--- src/rtl/array_table_engine_assert.svh ---
// Assertion macros used by the array table engine sequencer RTL.
`ifndef ARRAY_TABLE_ENGINE_ASSERT_SVH
`define ARRAY_TABLE_ENGINE_ASSERT_SVH

// Same-cycle implication, sampled on clk, off while rst_n is low.
`define ATE_ASSERT_SAME(name, ante, cons, msg) \
    name: assert property (@(posedge clk) disable iff (!rst_n) (ante) |-> (cons)) \
        else $error(msg);

// Next-cycle implication, sampled on clk, off while rst_n is low.
`define ATE_ASSERT_NEXT(name, ante, cons, msg) \
    name: assert property (@(posedge clk) disable iff (!rst_n) (ante) |=> (cons)) \
        else $error(msg);

`endif

--- src/rtl/ate_pkg.sv ---
// Types and constants of the array table engine.
`default_nettype none

package ate_pkg;

    localparam logic [2:0] ACT_INSERT = 3'd0;
    localparam logic [2:0] ACT_DELETE = 3'd1;
    localparam logic [2:0] ACT_SEARCH = 3'd2;
    localparam logic [2:0] ACT_GET    = 3'd3;
    localparam logic [2:0] ACT_SET    = 3'd4;

    localparam logic [1:0] ST_OK       = 2'd0;
    localparam logic [1:0] ST_RANGE    = 2'd1;
    localparam logic [1:0] ST_FULL     = 2'd2;
    localparam logic [1:0] ST_NOTFOUND = 2'd3;

    localparam logic [1:0]  REG_CAPACITY   = 2'd0;
    localparam logic [6:0]  CAPACITY_RESET = 7'd64;
    localparam logic [31:0] DATA_GET_FAIL  = 32'hFFFF_FFFF;

    typedef struct packed {
        logic        rd_en;
        logic [6:0]  rd_idx;
        logic        wr_en;
        logic [6:0]  wr_idx;
        logic [31:0] wr_data;
    } mem_req_t;

endpackage

`default_nettype wire

--- src/rtl/ate_cfg.sv ---
// APB-style configuration register file of the array table engine.
`default_nettype none

module ate_cfg (
    input  wire logic        clk,
    input  wire logic        rst_n,
    input  wire logic        psel,
    input  wire logic        penable,
    input  wire logic        pwrite,
    input  wire logic [1:0]  paddr,
    input  wire logic [31:0] pwdata,
    output logic [31:0]      prdata,
    output logic             pready,
    output logic [6:0]       capacity
);

    logic [6:0] capacity_reg;
    logic [6:0] capacity_next;
    logic       wr_hit;

    assign pready   = 1'b1;
    assign wr_hit   = psel && penable && pwrite && (paddr == ate_pkg::REG_CAPACITY);
    assign capacity = capacity_reg;

    always_comb
    begin
        capacity_next = capacity_reg;
        if (wr_hit)
        begin
            capacity_next = pwdata[6:0];
        end
    end

    always_comb
    begin
        prdata = '0;
        if (paddr == ate_pkg::REG_CAPACITY)
        begin
            prdata = {25'd0, capacity_reg};
        end
    end

    always_ff @(posedge clk or negedge rst_n)
    begin
        if (!rst_n)
        begin
            capacity_reg <= ate_pkg::CAPACITY_RESET;
        end
        else
        begin
            capacity_reg <= capacity_next;
        end
    end

endmodule

`default_nettype wire

--- src/rtl/ate_mem.sv ---
// Entry memory: one write port, one read port, registered read data.
`default_nettype none

module ate_mem #(
    parameter int DEPTH = 64
) (
    input  wire logic             clk,
    input  wire ate_pkg::mem_req_t req,
    output logic [31:0]           rd_data
);

    localparam int AW = $clog2(DEPTH);

    logic [31:0] mem [DEPTH];
    logic [31:0] rd_data_reg;

    assign rd_data = rd_data_reg;

    always_ff @(posedge clk)
    begin
        if (req.wr_en)
        begin
            mem[AW'(req.wr_idx)] <= req.wr_data;
        end
        if (req.rd_en)
        begin
            rd_data_reg <= mem[AW'(req.rd_idx)];
        end
    end

endmodule

`default_nettype wire

--- src/rtl/ate_seq.sv ---
// Request sequencer: walks the entry memory and holds count, sum and the result register.
`default_nettype none

module ate_seq #(
    parameter int DEPTH = 64
) (
    input  wire logic               clk,
    input  wire logic               rst_n,
    input  wire logic [6:0]         capacity,
    input  wire logic               in_valid,
    output logic                    in_stall,
    input  wire logic [2:0]         action,
    input  wire logic [6:0]         position,
    input  wire logic signed [31:0] operand,
    output logic                    out_valid,
    input  wire logic               out_stall,
    output logic signed [31:0]      data_out,
    output logic [5:0]              found_at,
    output logic [1:0]              status,
    output logic [6:0]              count,
    output logic signed [31:0]      total,
    output ate_pkg::mem_req_t       mem_req,
    input  wire logic [31:0]        rd_data
);

    localparam int         LIM_MAX_I = (DEPTH > 127) ? 127 : DEPTH;
    localparam logic [6:0] LIM_MAX   = 7'(LIM_MAX_I);

    localparam logic [1:0] S_IDLE = 2'd0;
    localparam logic [1:0] S_WALK = 2'd1;
    localparam logic [1:0] S_LAST = 2'd2;
    localparam logic [1:0] S_FIN  = 2'd3;

    logic [1:0]  state_reg, state_next;
    logic [6:0]  fill_reg, fill_next;
    logic [31:0] sum_reg, sum_next;
    logic        out_valid_reg, out_valid_next;

    logic [2:0]  op_reg, op_next;
    logic [6:0]  pos_reg, pos_next;
    logic [31:0] val_reg, val_next;
    logic [6:0]  cur_reg, cur_next;
    logic [31:0] res_data_reg, res_data_next;
    logic [5:0]  res_found_reg, res_found_next;
    logic [1:0]  res_status_reg, res_status_next;

    logic [31:0] data_out_reg;
    logic [5:0]  found_at_reg;
    logic [1:0]  status_reg;
    logic [6:0]  count_reg;
    logic [31:0] total_reg;

    logic [6:0]  limit;
    logic [6:0]  fill_m1;
    logic [6:0]  cur_p1;
    logic [6:0]  cur_m1;
    logic        out_free;
    logic        load_out;
    logic        accept;

    assign in_stall  = (state_reg != S_IDLE);
    assign accept    = in_valid && !in_stall;
    assign out_valid = out_valid_reg;
    assign data_out  = data_out_reg;
    assign found_at  = found_at_reg;
    assign status    = status_reg;
    assign count     = count_reg;
    assign total     = total_reg;

    assign limit    = (capacity < LIM_MAX) ? capacity : LIM_MAX;
    assign fill_m1  = fill_reg - 7'd1;
    assign cur_p1   = cur_reg + 7'd1;
    assign cur_m1   = cur_reg - 7'd1;
    assign out_free = !out_valid_reg || !out_stall;
    assign load_out = (state_reg == S_FIN) && out_free;

    always_comb
    begin
        state_next      = state_reg;
        fill_next       = fill_reg;
        sum_next        = sum_reg;
        op_next         = op_reg;
        pos_next        = pos_reg;
        val_next        = val_reg;
        cur_next        = cur_reg;
        res_data_next   = res_data_reg;
        res_found_next  = res_found_reg;
        res_status_next = res_status_reg;
        out_valid_next  = out_valid_reg;
        mem_req         = '0;

        if (out_valid_reg && !out_stall)
        begin
            out_valid_next = 1'b0;
        end

        case (state_reg)
            S_IDLE:
            begin
                if (in_valid)
                begin
                    op_next         = action;
                    pos_next        = position;
                    val_next        = operand;
                    res_data_next   = '0;
                    res_found_next  = '0;
                    res_status_next = ate_pkg::ST_OK;
                    state_next      = S_FIN;
                    case (action)
                        ate_pkg::ACT_INSERT:
                        begin
                            if (position > fill_reg)
                            begin
                                res_status_next = ate_pkg::ST_RANGE;
                            end
                            else if (fill_reg >= limit)
                            begin
                                res_status_next = ate_pkg::ST_FULL;
                            end
                            else if (position == fill_reg)
                            begin
                                // append: nothing to shift
                                mem_req.wr_en   = 1'b1;
                                mem_req.wr_idx  = position;
                                mem_req.wr_data = operand;
                                fill_next       = fill_reg + 7'd1;
                                sum_next        = sum_reg + operand;
                            end
                            else
                            begin
                                mem_req.rd_en  = 1'b1;
                                mem_req.rd_idx = fill_m1;
                                cur_next       = fill_m1;
                                state_next     = S_WALK;
                            end
                        end
                        ate_pkg::ACT_DELETE:
                        begin
                            if (position >= fill_reg)
                            begin
                                res_status_next = ate_pkg::ST_RANGE;
                            end
                            else
                            begin
                                mem_req.rd_en  = 1'b1;
                                mem_req.rd_idx = position;
                                cur_next       = position;
                                state_next     = S_WALK;
                            end
                        end
                        ate_pkg::ACT_SEARCH:
                        begin
                            if (fill_reg == 7'd0)
                            begin
                                res_status_next = ate_pkg::ST_NOTFOUND;
                            end
                            else
                            begin
                                mem_req.rd_en  = 1'b1;
                                mem_req.rd_idx = 7'd0;
                                cur_next       = 7'd0;
                                state_next     = S_WALK;
                            end
                        end
                        ate_pkg::ACT_GET, ate_pkg::ACT_SET:
                        begin
                            if (position >= fill_reg)
                            begin
                                res_status_next = ate_pkg::ST_RANGE;
                                if (action == ate_pkg::ACT_GET)
                                begin
                                    res_data_next = ate_pkg::DATA_GET_FAIL;
                                end
                            end
                            else
                            begin
                                mem_req.rd_en  = 1'b1;
                                mem_req.rd_idx = position;
                                state_next     = S_LAST;
                            end
                        end
                        default:
                        begin
                        end
                    endcase
                end
            end

            S_WALK:
            begin
                case (op_reg)
                    ate_pkg::ACT_INSERT:
                    begin
                        // move entry cur up by one, fetch the one below
                        mem_req.wr_en   = 1'b1;
                        mem_req.wr_idx  = cur_p1;
                        mem_req.wr_data = rd_data;
                        if (cur_reg > pos_reg)
                        begin
                            mem_req.rd_en  = 1'b1;
                            mem_req.rd_idx = cur_m1;
                            cur_next       = cur_m1;
                        end
                        else
                        begin
                            state_next = S_LAST;
                        end
                    end
                    ate_pkg::ACT_DELETE:
                    begin
                        if (cur_reg == pos_reg)
                        begin
                            res_data_next = rd_data;
                            sum_next      = sum_reg - rd_data;
                        end
                        else
                        begin
                            mem_req.wr_en   = 1'b1;
                            mem_req.wr_idx  = cur_m1;
                            mem_req.wr_data = rd_data;
                        end
                        if (cur_p1 < fill_reg)
                        begin
                            mem_req.rd_en  = 1'b1;
                            mem_req.rd_idx = cur_p1;
                            cur_next       = cur_p1;
                        end
                        else
                        begin
                            fill_next  = fill_m1;
                            state_next = S_FIN;
                        end
                    end
                    ate_pkg::ACT_SEARCH:
                    begin
                        if (rd_data == val_reg)
                        begin
                            res_found_next  = cur_reg[5:0];
                            res_status_next = ate_pkg::ST_OK;
                            state_next      = S_FIN;
                        end
                        else if (cur_p1 < fill_reg)
                        begin
                            mem_req.rd_en  = 1'b1;
                            mem_req.rd_idx = cur_p1;
                            cur_next       = cur_p1;
                        end
                        else
                        begin
                            res_status_next = ate_pkg::ST_NOTFOUND;
                            state_next      = S_FIN;
                        end
                    end
                    default:
                    begin
                        state_next = S_FIN;
                    end
                endcase
            end

            S_LAST:
            begin
                case (op_reg)
                    ate_pkg::ACT_INSERT:
                    begin
                        mem_req.wr_en   = 1'b1;
                        mem_req.wr_idx  = pos_reg;
                        mem_req.wr_data = val_reg;
                        fill_next       = fill_reg + 7'd1;
                        sum_next        = sum_reg + val_reg;
                    end
                    ate_pkg::ACT_GET:
                    begin
                        res_data_next = rd_data;
                    end
                    ate_pkg::ACT_SET:
                    begin
                        mem_req.wr_en   = 1'b1;
                        mem_req.wr_idx  = pos_reg;
                        mem_req.wr_data = val_reg;
                        sum_next        = sum_reg - rd_data + val_reg;
                    end
                    default:
                    begin
                    end
                endcase
                state_next = S_FIN;
            end

            S_FIN:
            begin
                if (out_free)
                begin
                    out_valid_next = 1'b1;
                    state_next     = S_IDLE;
                end
            end

            default:
            begin
                state_next = S_IDLE;
            end
        endcase
    end

    always_ff @(posedge clk or negedge rst_n)
    begin
        if (!rst_n)
        begin
            state_reg     <= S_IDLE;
            fill_reg      <= '0;
            sum_reg       <= '0;
            out_valid_reg <= 1'b0;
        end
        else
        begin
            state_reg     <= state_next;
            fill_reg      <= fill_next;
            sum_reg       <= sum_next;
            out_valid_reg <= out_valid_next;
        end
    end

    always_ff @(posedge clk)
    begin
        op_reg         <= op_next;
        pos_reg        <= pos_next;
        val_reg        <= val_next;
        cur_reg        <= cur_next;
        res_data_reg   <= res_data_next;
        res_found_reg  <= res_found_next;
        res_status_reg <= res_status_next;
        if (load_out)
        begin
            data_out_reg <= res_data_reg;
            found_at_reg <= res_found_reg;
            status_reg   <= res_status_reg;
            count_reg    <= fill_reg;
            total_reg    <= sum_reg;
        end
    end

    `include "array_table_engine_assert.svh"

    `ATE_ASSERT_SAME(a_fill_bound, 1'b1, fill_reg <= LIM_MAX, "fill beyond table limit")
    `ATE_ASSERT_SAME(a_rw_apart, mem_req.rd_en && mem_req.wr_en,
        mem_req.rd_idx != mem_req.wr_idx, "read and write hit the same entry")
    `ATE_ASSERT_SAME(a_wr_packed, mem_req.wr_en, mem_req.wr_idx <= fill_reg,
        "write beyond the packed region")
    `ATE_ASSERT_NEXT(a_accept_busy, accept, state_reg != S_IDLE,
        "sequencer idle right after a transaction")
    `ATE_ASSERT_NEXT(a_result_out, load_out, out_valid_reg,
        "finished result not presented")

endmodule

`default_nettype wire

--- src/rtl/array_table_engine.sv ---
// Top level of the array table engine: bounded signed-word list with shift insert/delete.
//
// Input channel: in_valid / in_stall carry action, position and operand; one
// transaction is taken when in_valid is high and in_stall is low. Output
// channel: out_valid / out_stall carry data_out, found_at, status, count and
// total, exactly one result transaction per input transaction, in order.
// Timing is set by the walk over the single-read, single-write entry memory.
// Get and set read the entry at position; insert shifts the entries from the top
// down to position one up, then writes the new one; delete takes out the entry at
// position and shifts those above it one down; search reads from entry 0 up to the
// first match or the end; an append, a rejected request and an unknown action go
// straight to the finish. A new transaction is taken the cycle after the result is
// moved into the output register, not while the last one is worked. The output
// register holds one result; while out_stall is high the result holds and the next
// transaction is taken and worked, then waits. Reset clears the count, the running
// sum, the output valid and sets capacity to 64; the entry memory is not cleared
// and is read only below the count. The user writes capacity through the APB port
// only while the block is idle; the block itself does not enforce this.
`default_nettype none

module array_table_engine #(
    parameter int DEPTH = 64
) (
    input  wire logic               clk,
    input  wire logic               rst_n,
    input  wire logic               psel,
    input  wire logic               penable,
    input  wire logic               pwrite,
    input  wire logic [1:0]         paddr,
    input  wire logic [31:0]        pwdata,
    output logic [31:0]             prdata,
    output logic                    pready,
    input  wire logic               in_valid,
    output logic                    in_stall,
    input  wire logic [2:0]         action,
    input  wire logic [6:0]         position,
    input  wire logic signed [31:0] operand,
    output logic                    out_valid,
    input  wire logic               out_stall,
    output logic signed [31:0]      data_out,
    output logic [5:0]              found_at,
    output logic [1:0]              status,
    output logic [6:0]              count,
    output logic signed [31:0]      total
);

    logic [6:0]        capacity;
    ate_pkg::mem_req_t mem_req;
    logic [31:0]       rd_data;

    ate_cfg u_cfg (
        .clk      (clk),
        .rst_n    (rst_n),
        .psel     (psel),
        .penable  (penable),
        .pwrite   (pwrite),
        .paddr    (paddr),
        .pwdata   (pwdata),
        .prdata   (prdata),
        .pready   (pready),
        .capacity (capacity)
    );

    ate_mem #(
        .DEPTH (DEPTH)
    ) u_mem (
        .clk     (clk),
        .req     (mem_req),
        .rd_data (rd_data)
    );

    ate_seq #(
        .DEPTH (DEPTH)
    ) u_seq (
        .clk       (clk),
        .rst_n     (rst_n),
        .capacity  (capacity),
        .in_valid  (in_valid),
        .in_stall  (in_stall),
        .action    (action),
        .position  (position),
        .operand   (operand),
        .out_valid (out_valid),
        .out_stall (out_stall),
        .data_out  (data_out),
        .found_at  (found_at),
        .status    (status),
        .count     (count),
        .total     (total),
        .mem_req   (mem_req),
        .rd_data   (rd_data)
    );

endmodule

`default_nettype wire

--- config.mk ---
export PLATFORM = sky130hd
export DESIGN_NAME = array_table_engine
export DESIGN_NICKNAME = d
export VERILOG_FILES = /design/src/rtl/ate_pkg.sv /design/src/rtl/ate_cfg.sv /design/src/rtl/ate_mem.sv /design/src/rtl/ate_seq.sv /design/src/rtl/array_table_engine.sv
export VERILOG_INCLUDE_DIRS = /design/src /design/src/rtl
export SDC_FILE = /design/constraint.sdc
export NUM_CORES = 2
export LEC_CHECK = 0
export ABC_AREA = 1
export BUFFER_PORTS_ARGS = -buffer_cell sky130_fd_sc_hd__buf_2
export CAP_MARGIN = 10
export CELL_PAD_IN_SITES_DETAIL_PLACEMENT = 1
export CELL_PAD_IN_SITES_GLOBAL_PLACEMENT = 1
export CORE_ASPECT_RATIO = 0.7
export CORE_MARGIN = 1
export CORE_UTILIZATION = 31
export DETAILED_ROUTE_END_ITERATION = 10
export PLACE_DENSITY_LB_ADDON = 0.1
export SLEW_MARGIN = 30
export SYNTH_ARGS = -nofsm -noshare
export SYNTH_HDL_FRONTEND = slang
export SYNTH_HIERARCHICAL = 1
export SYNTH_SLANG_ARGS = --single-unit
export TNS_END_PERCENT = 5
--- constraint.sdc ---
create_clock -name clk -period 6.5 [get_ports clk]
set_input_delay 1.625 -clock clk [delete_from_list [all_inputs] [get_ports clk]]
set_output_delay 1.625 -clock clk [all_outputs]
set_load 0.1 [all_outputs]
==> impl_metrics.csv <==
group,metric,value,unit
run_status,status,"finished, violations left",
run_status,violations,"DRC",
route,routed_wl,377000,µm
clock_tree,h-tree-depth,4,
die,num_rows,174,
route,wl_per_cell,27.4,µm
placement,place_inst,13300,
die,ios,197,
run,cap_violations,0,
placement,routabilityCongestion,0.883,
clock_tree,postCtsHoldBufs,0,
worst_setup_path,worstPathArrival,6.27,ns
power_and_ir_drop,powerDensity,422,nW/µm²
worst_setup_path,cp_data_required_time,7.14,ns
worst_setup_path,end_kind,"flip-flop",
worst_setup_path,r2r-end,"u_mem/rd_data[16]",
worst_setup_path,critical-path-max-stage-delay,0.64,ns
final_layout,largest_register_ffs,2048,
route,first_pass_iters,8,
worst_setup_path,worstSetupPathType,"flip-flop to flip-flop",
die,die_area,325000,µm²
sta,worst_pin_slew,1.04,ns
clock_tree,postCtsSetupBuffers,0,
clock_tree,cts.repair.resized,0,
power_and_ir_drop,p_leak,41.9,nW
power_and_ir_drop,swShare,39.3,%
placement,dp_hpwl,238000,µm
global_routing,grt_max_degree,128,
sta,fin_tns_setup,0,ns
clock_tree,cts_tree,"built",
power_and_ir_drop,combPwrFrac,34.9,%
logic_synthesis,synth_area,100000,µm²
clock_tree,clkSlewWorstSetupHoldPaths,0.06,ns
route,ant_nets,0,
worst_setup_path,r2r-start,"u_seq/cur_reg[2]",
final_layout,stdcell_count,13800,
placement,portBuffers,145,
sta,fin_hold_ws,0.402,ns
sta,fin_skew,0.0985,ns
final_layout,nets,9482,
logic_synthesis,synth_cells,9000,
die,start_util,31.2,%
die,die_w,681,µm
sta,finalHoldViolations,0,
route,viasPerCell,5.19,
final_layout,syn_to_final_growth,16.4,%
sta,drv_slew,0,
power_and_ir_drop,power.switching,19.3,mW
logic_synthesis,ys.warnings.count,6,
min_path,hp-start,"u_seq/res_data_reg[8]",
min_path,hold_end,"u_seq/data_out[8]",
worst_setup_path,path_delay_family,"simple AND/OR/NAND/NOR gates",
route,drc,12,
route,vias,71400,
final_layout,nFillCells,34600,
die,core-area,321000,µm²
sta,relSlewSlack,30.8,%
clock_tree,clkSinkCount,2297,
worst_setup_path,cp_common_cell,"nand2_1",
clock_tree,clock_path_buffers,4,
worst_setup_path,r2r_slack,0.87,ns
global_routing,grt_overflow,0,
worst_setup_path,path_depth,25,
power_and_ir_drop,ir_worst_vdd,0.000269,V
sta,fin_ws,0.872,ns
global_routing,antenna_found_initial,23,
logic_synthesis,syn_area_per_cell,11.1,µm²
final_layout,drive_gt1_share,10.8,%
power_and_ir_drop,pwr-share-seq,37.2,%
global_routing,grtUsageTotal,22.7,%
die,die_h,478,µm
worst_setup_path,start_kind,"flip-flop",
placement,dp_slack,0.426,ns
sta,period_needed,5.63,ns
min_path,hold_path_class,"flip-flop to flip-flop",
sta,finalSetupViolations,0,
sta,rsz0062_at_grt,"false",
final_layout,largest-register,"u_mem/mem",
global_routing,grt_pass1_wl,534000,µm
power_and_ir_drop,clkPwrFrac,27.9,%
global_routing,grt_pass1_vias,71000,
min_path,min_path_cells,0,
power_and_ir_drop,p_int,29.9,mW
worst_setup_path,path_max_fanout,51,
clock_tree,clockRootBuffer,"clkbuf_16",
sta,clock.fmax,178,MHz
route,drt_iter0_drc,7101,
clock_tree,clkLatencyLatePin,0.93,ns
sta,fin_crit_sh,86.6,%
worst_setup_path,cp_slowest_cell,"edfxtp_1",
clock_tree,cts_buffers,241,
worst_setup_path,critPathBufInv,6,
worst_setup_path,worstRegToRegCells,25,
==> cells in the final DEF, fill, tap and decap left out, types with 57 or more instances in the layout <==
master     count
a21oi_1      190
clkbuf_16    242
nand2_1     2726
nand3_1     2006
o21ai_0      132
inv_1        274
nor2_1       166
buf_12       131
ha_1         134
buf_2        145
edfxtp_1    2248
buf_4        241
nor2_4        94
clkinv_1      57
==> per-stage QoR <==
stage,util [%],cell area [µm²],power (mW)
floorplan,-,100000,28.9
global placement,33.9,109000,35.5
detailed placement,33.9,109000,35.7
CTS,36.3,117000,49.6
global route,36.3,117000,51.6
finish,36.3,117000,49.2
==> power by group through the flow <==
stage	registers (mW)	clock network, mW	logic (mW)
6_report	18.3	13.7	17.2
5_1_grt	18.4	14.6	18.6
4_1_cts	18.3	14.1	17.2
3_5_place_dp	18.6	0	17.1
3_3_place_gp	18.6	0	16.9
2_1_floorplan	19.7	0	9.17
==> worst max-delay path by stage <==
stage / endpoint / startpoint / slack [ns]
5_1_grt: u_mem/rd_data[22] / u_seq/cur_reg[2] / 0.54
3_5_place_dp: u_mem/rd_data[22] / position[2] / 0.43
2_1_floorplan: u_mem/mem[55][0] / position[6] / 0.21
3_3_place_gp: u_mem/rd_data[22] / position[2] / 0.38
4_1_cts: u_mem/rd_data[16] / u_seq/cur_reg[2] / 1.0
6_report: u_mem/rd_data[16] / u_seq/cur_reg[2] / 0.87
==> per-layer routing <==
metal,part of all wire (%),track usage [%],vias to the layer above
li1,-,-,32300
met1,50,35.8,36900
met4,1.9,4.30,0
met2,41,32.3,1826
met3,6.5,4.08,370
met5,0,0,-
==> area by class of cell <==
type	count	area, µm²	share of cell area [%]
flip-flops and latches	2297	68700	59.0
multi-input cells	5894	28500	24.4
clock buffers	294	6250	5.36
well taps	4312	5400	4.63
repair buffers	520	5240	4.49
clock inverters	132	1270	1.09
inverters	306	1190	1.02
diodes	6	15.0	0.0129
(Power assumes the default switching activity.)
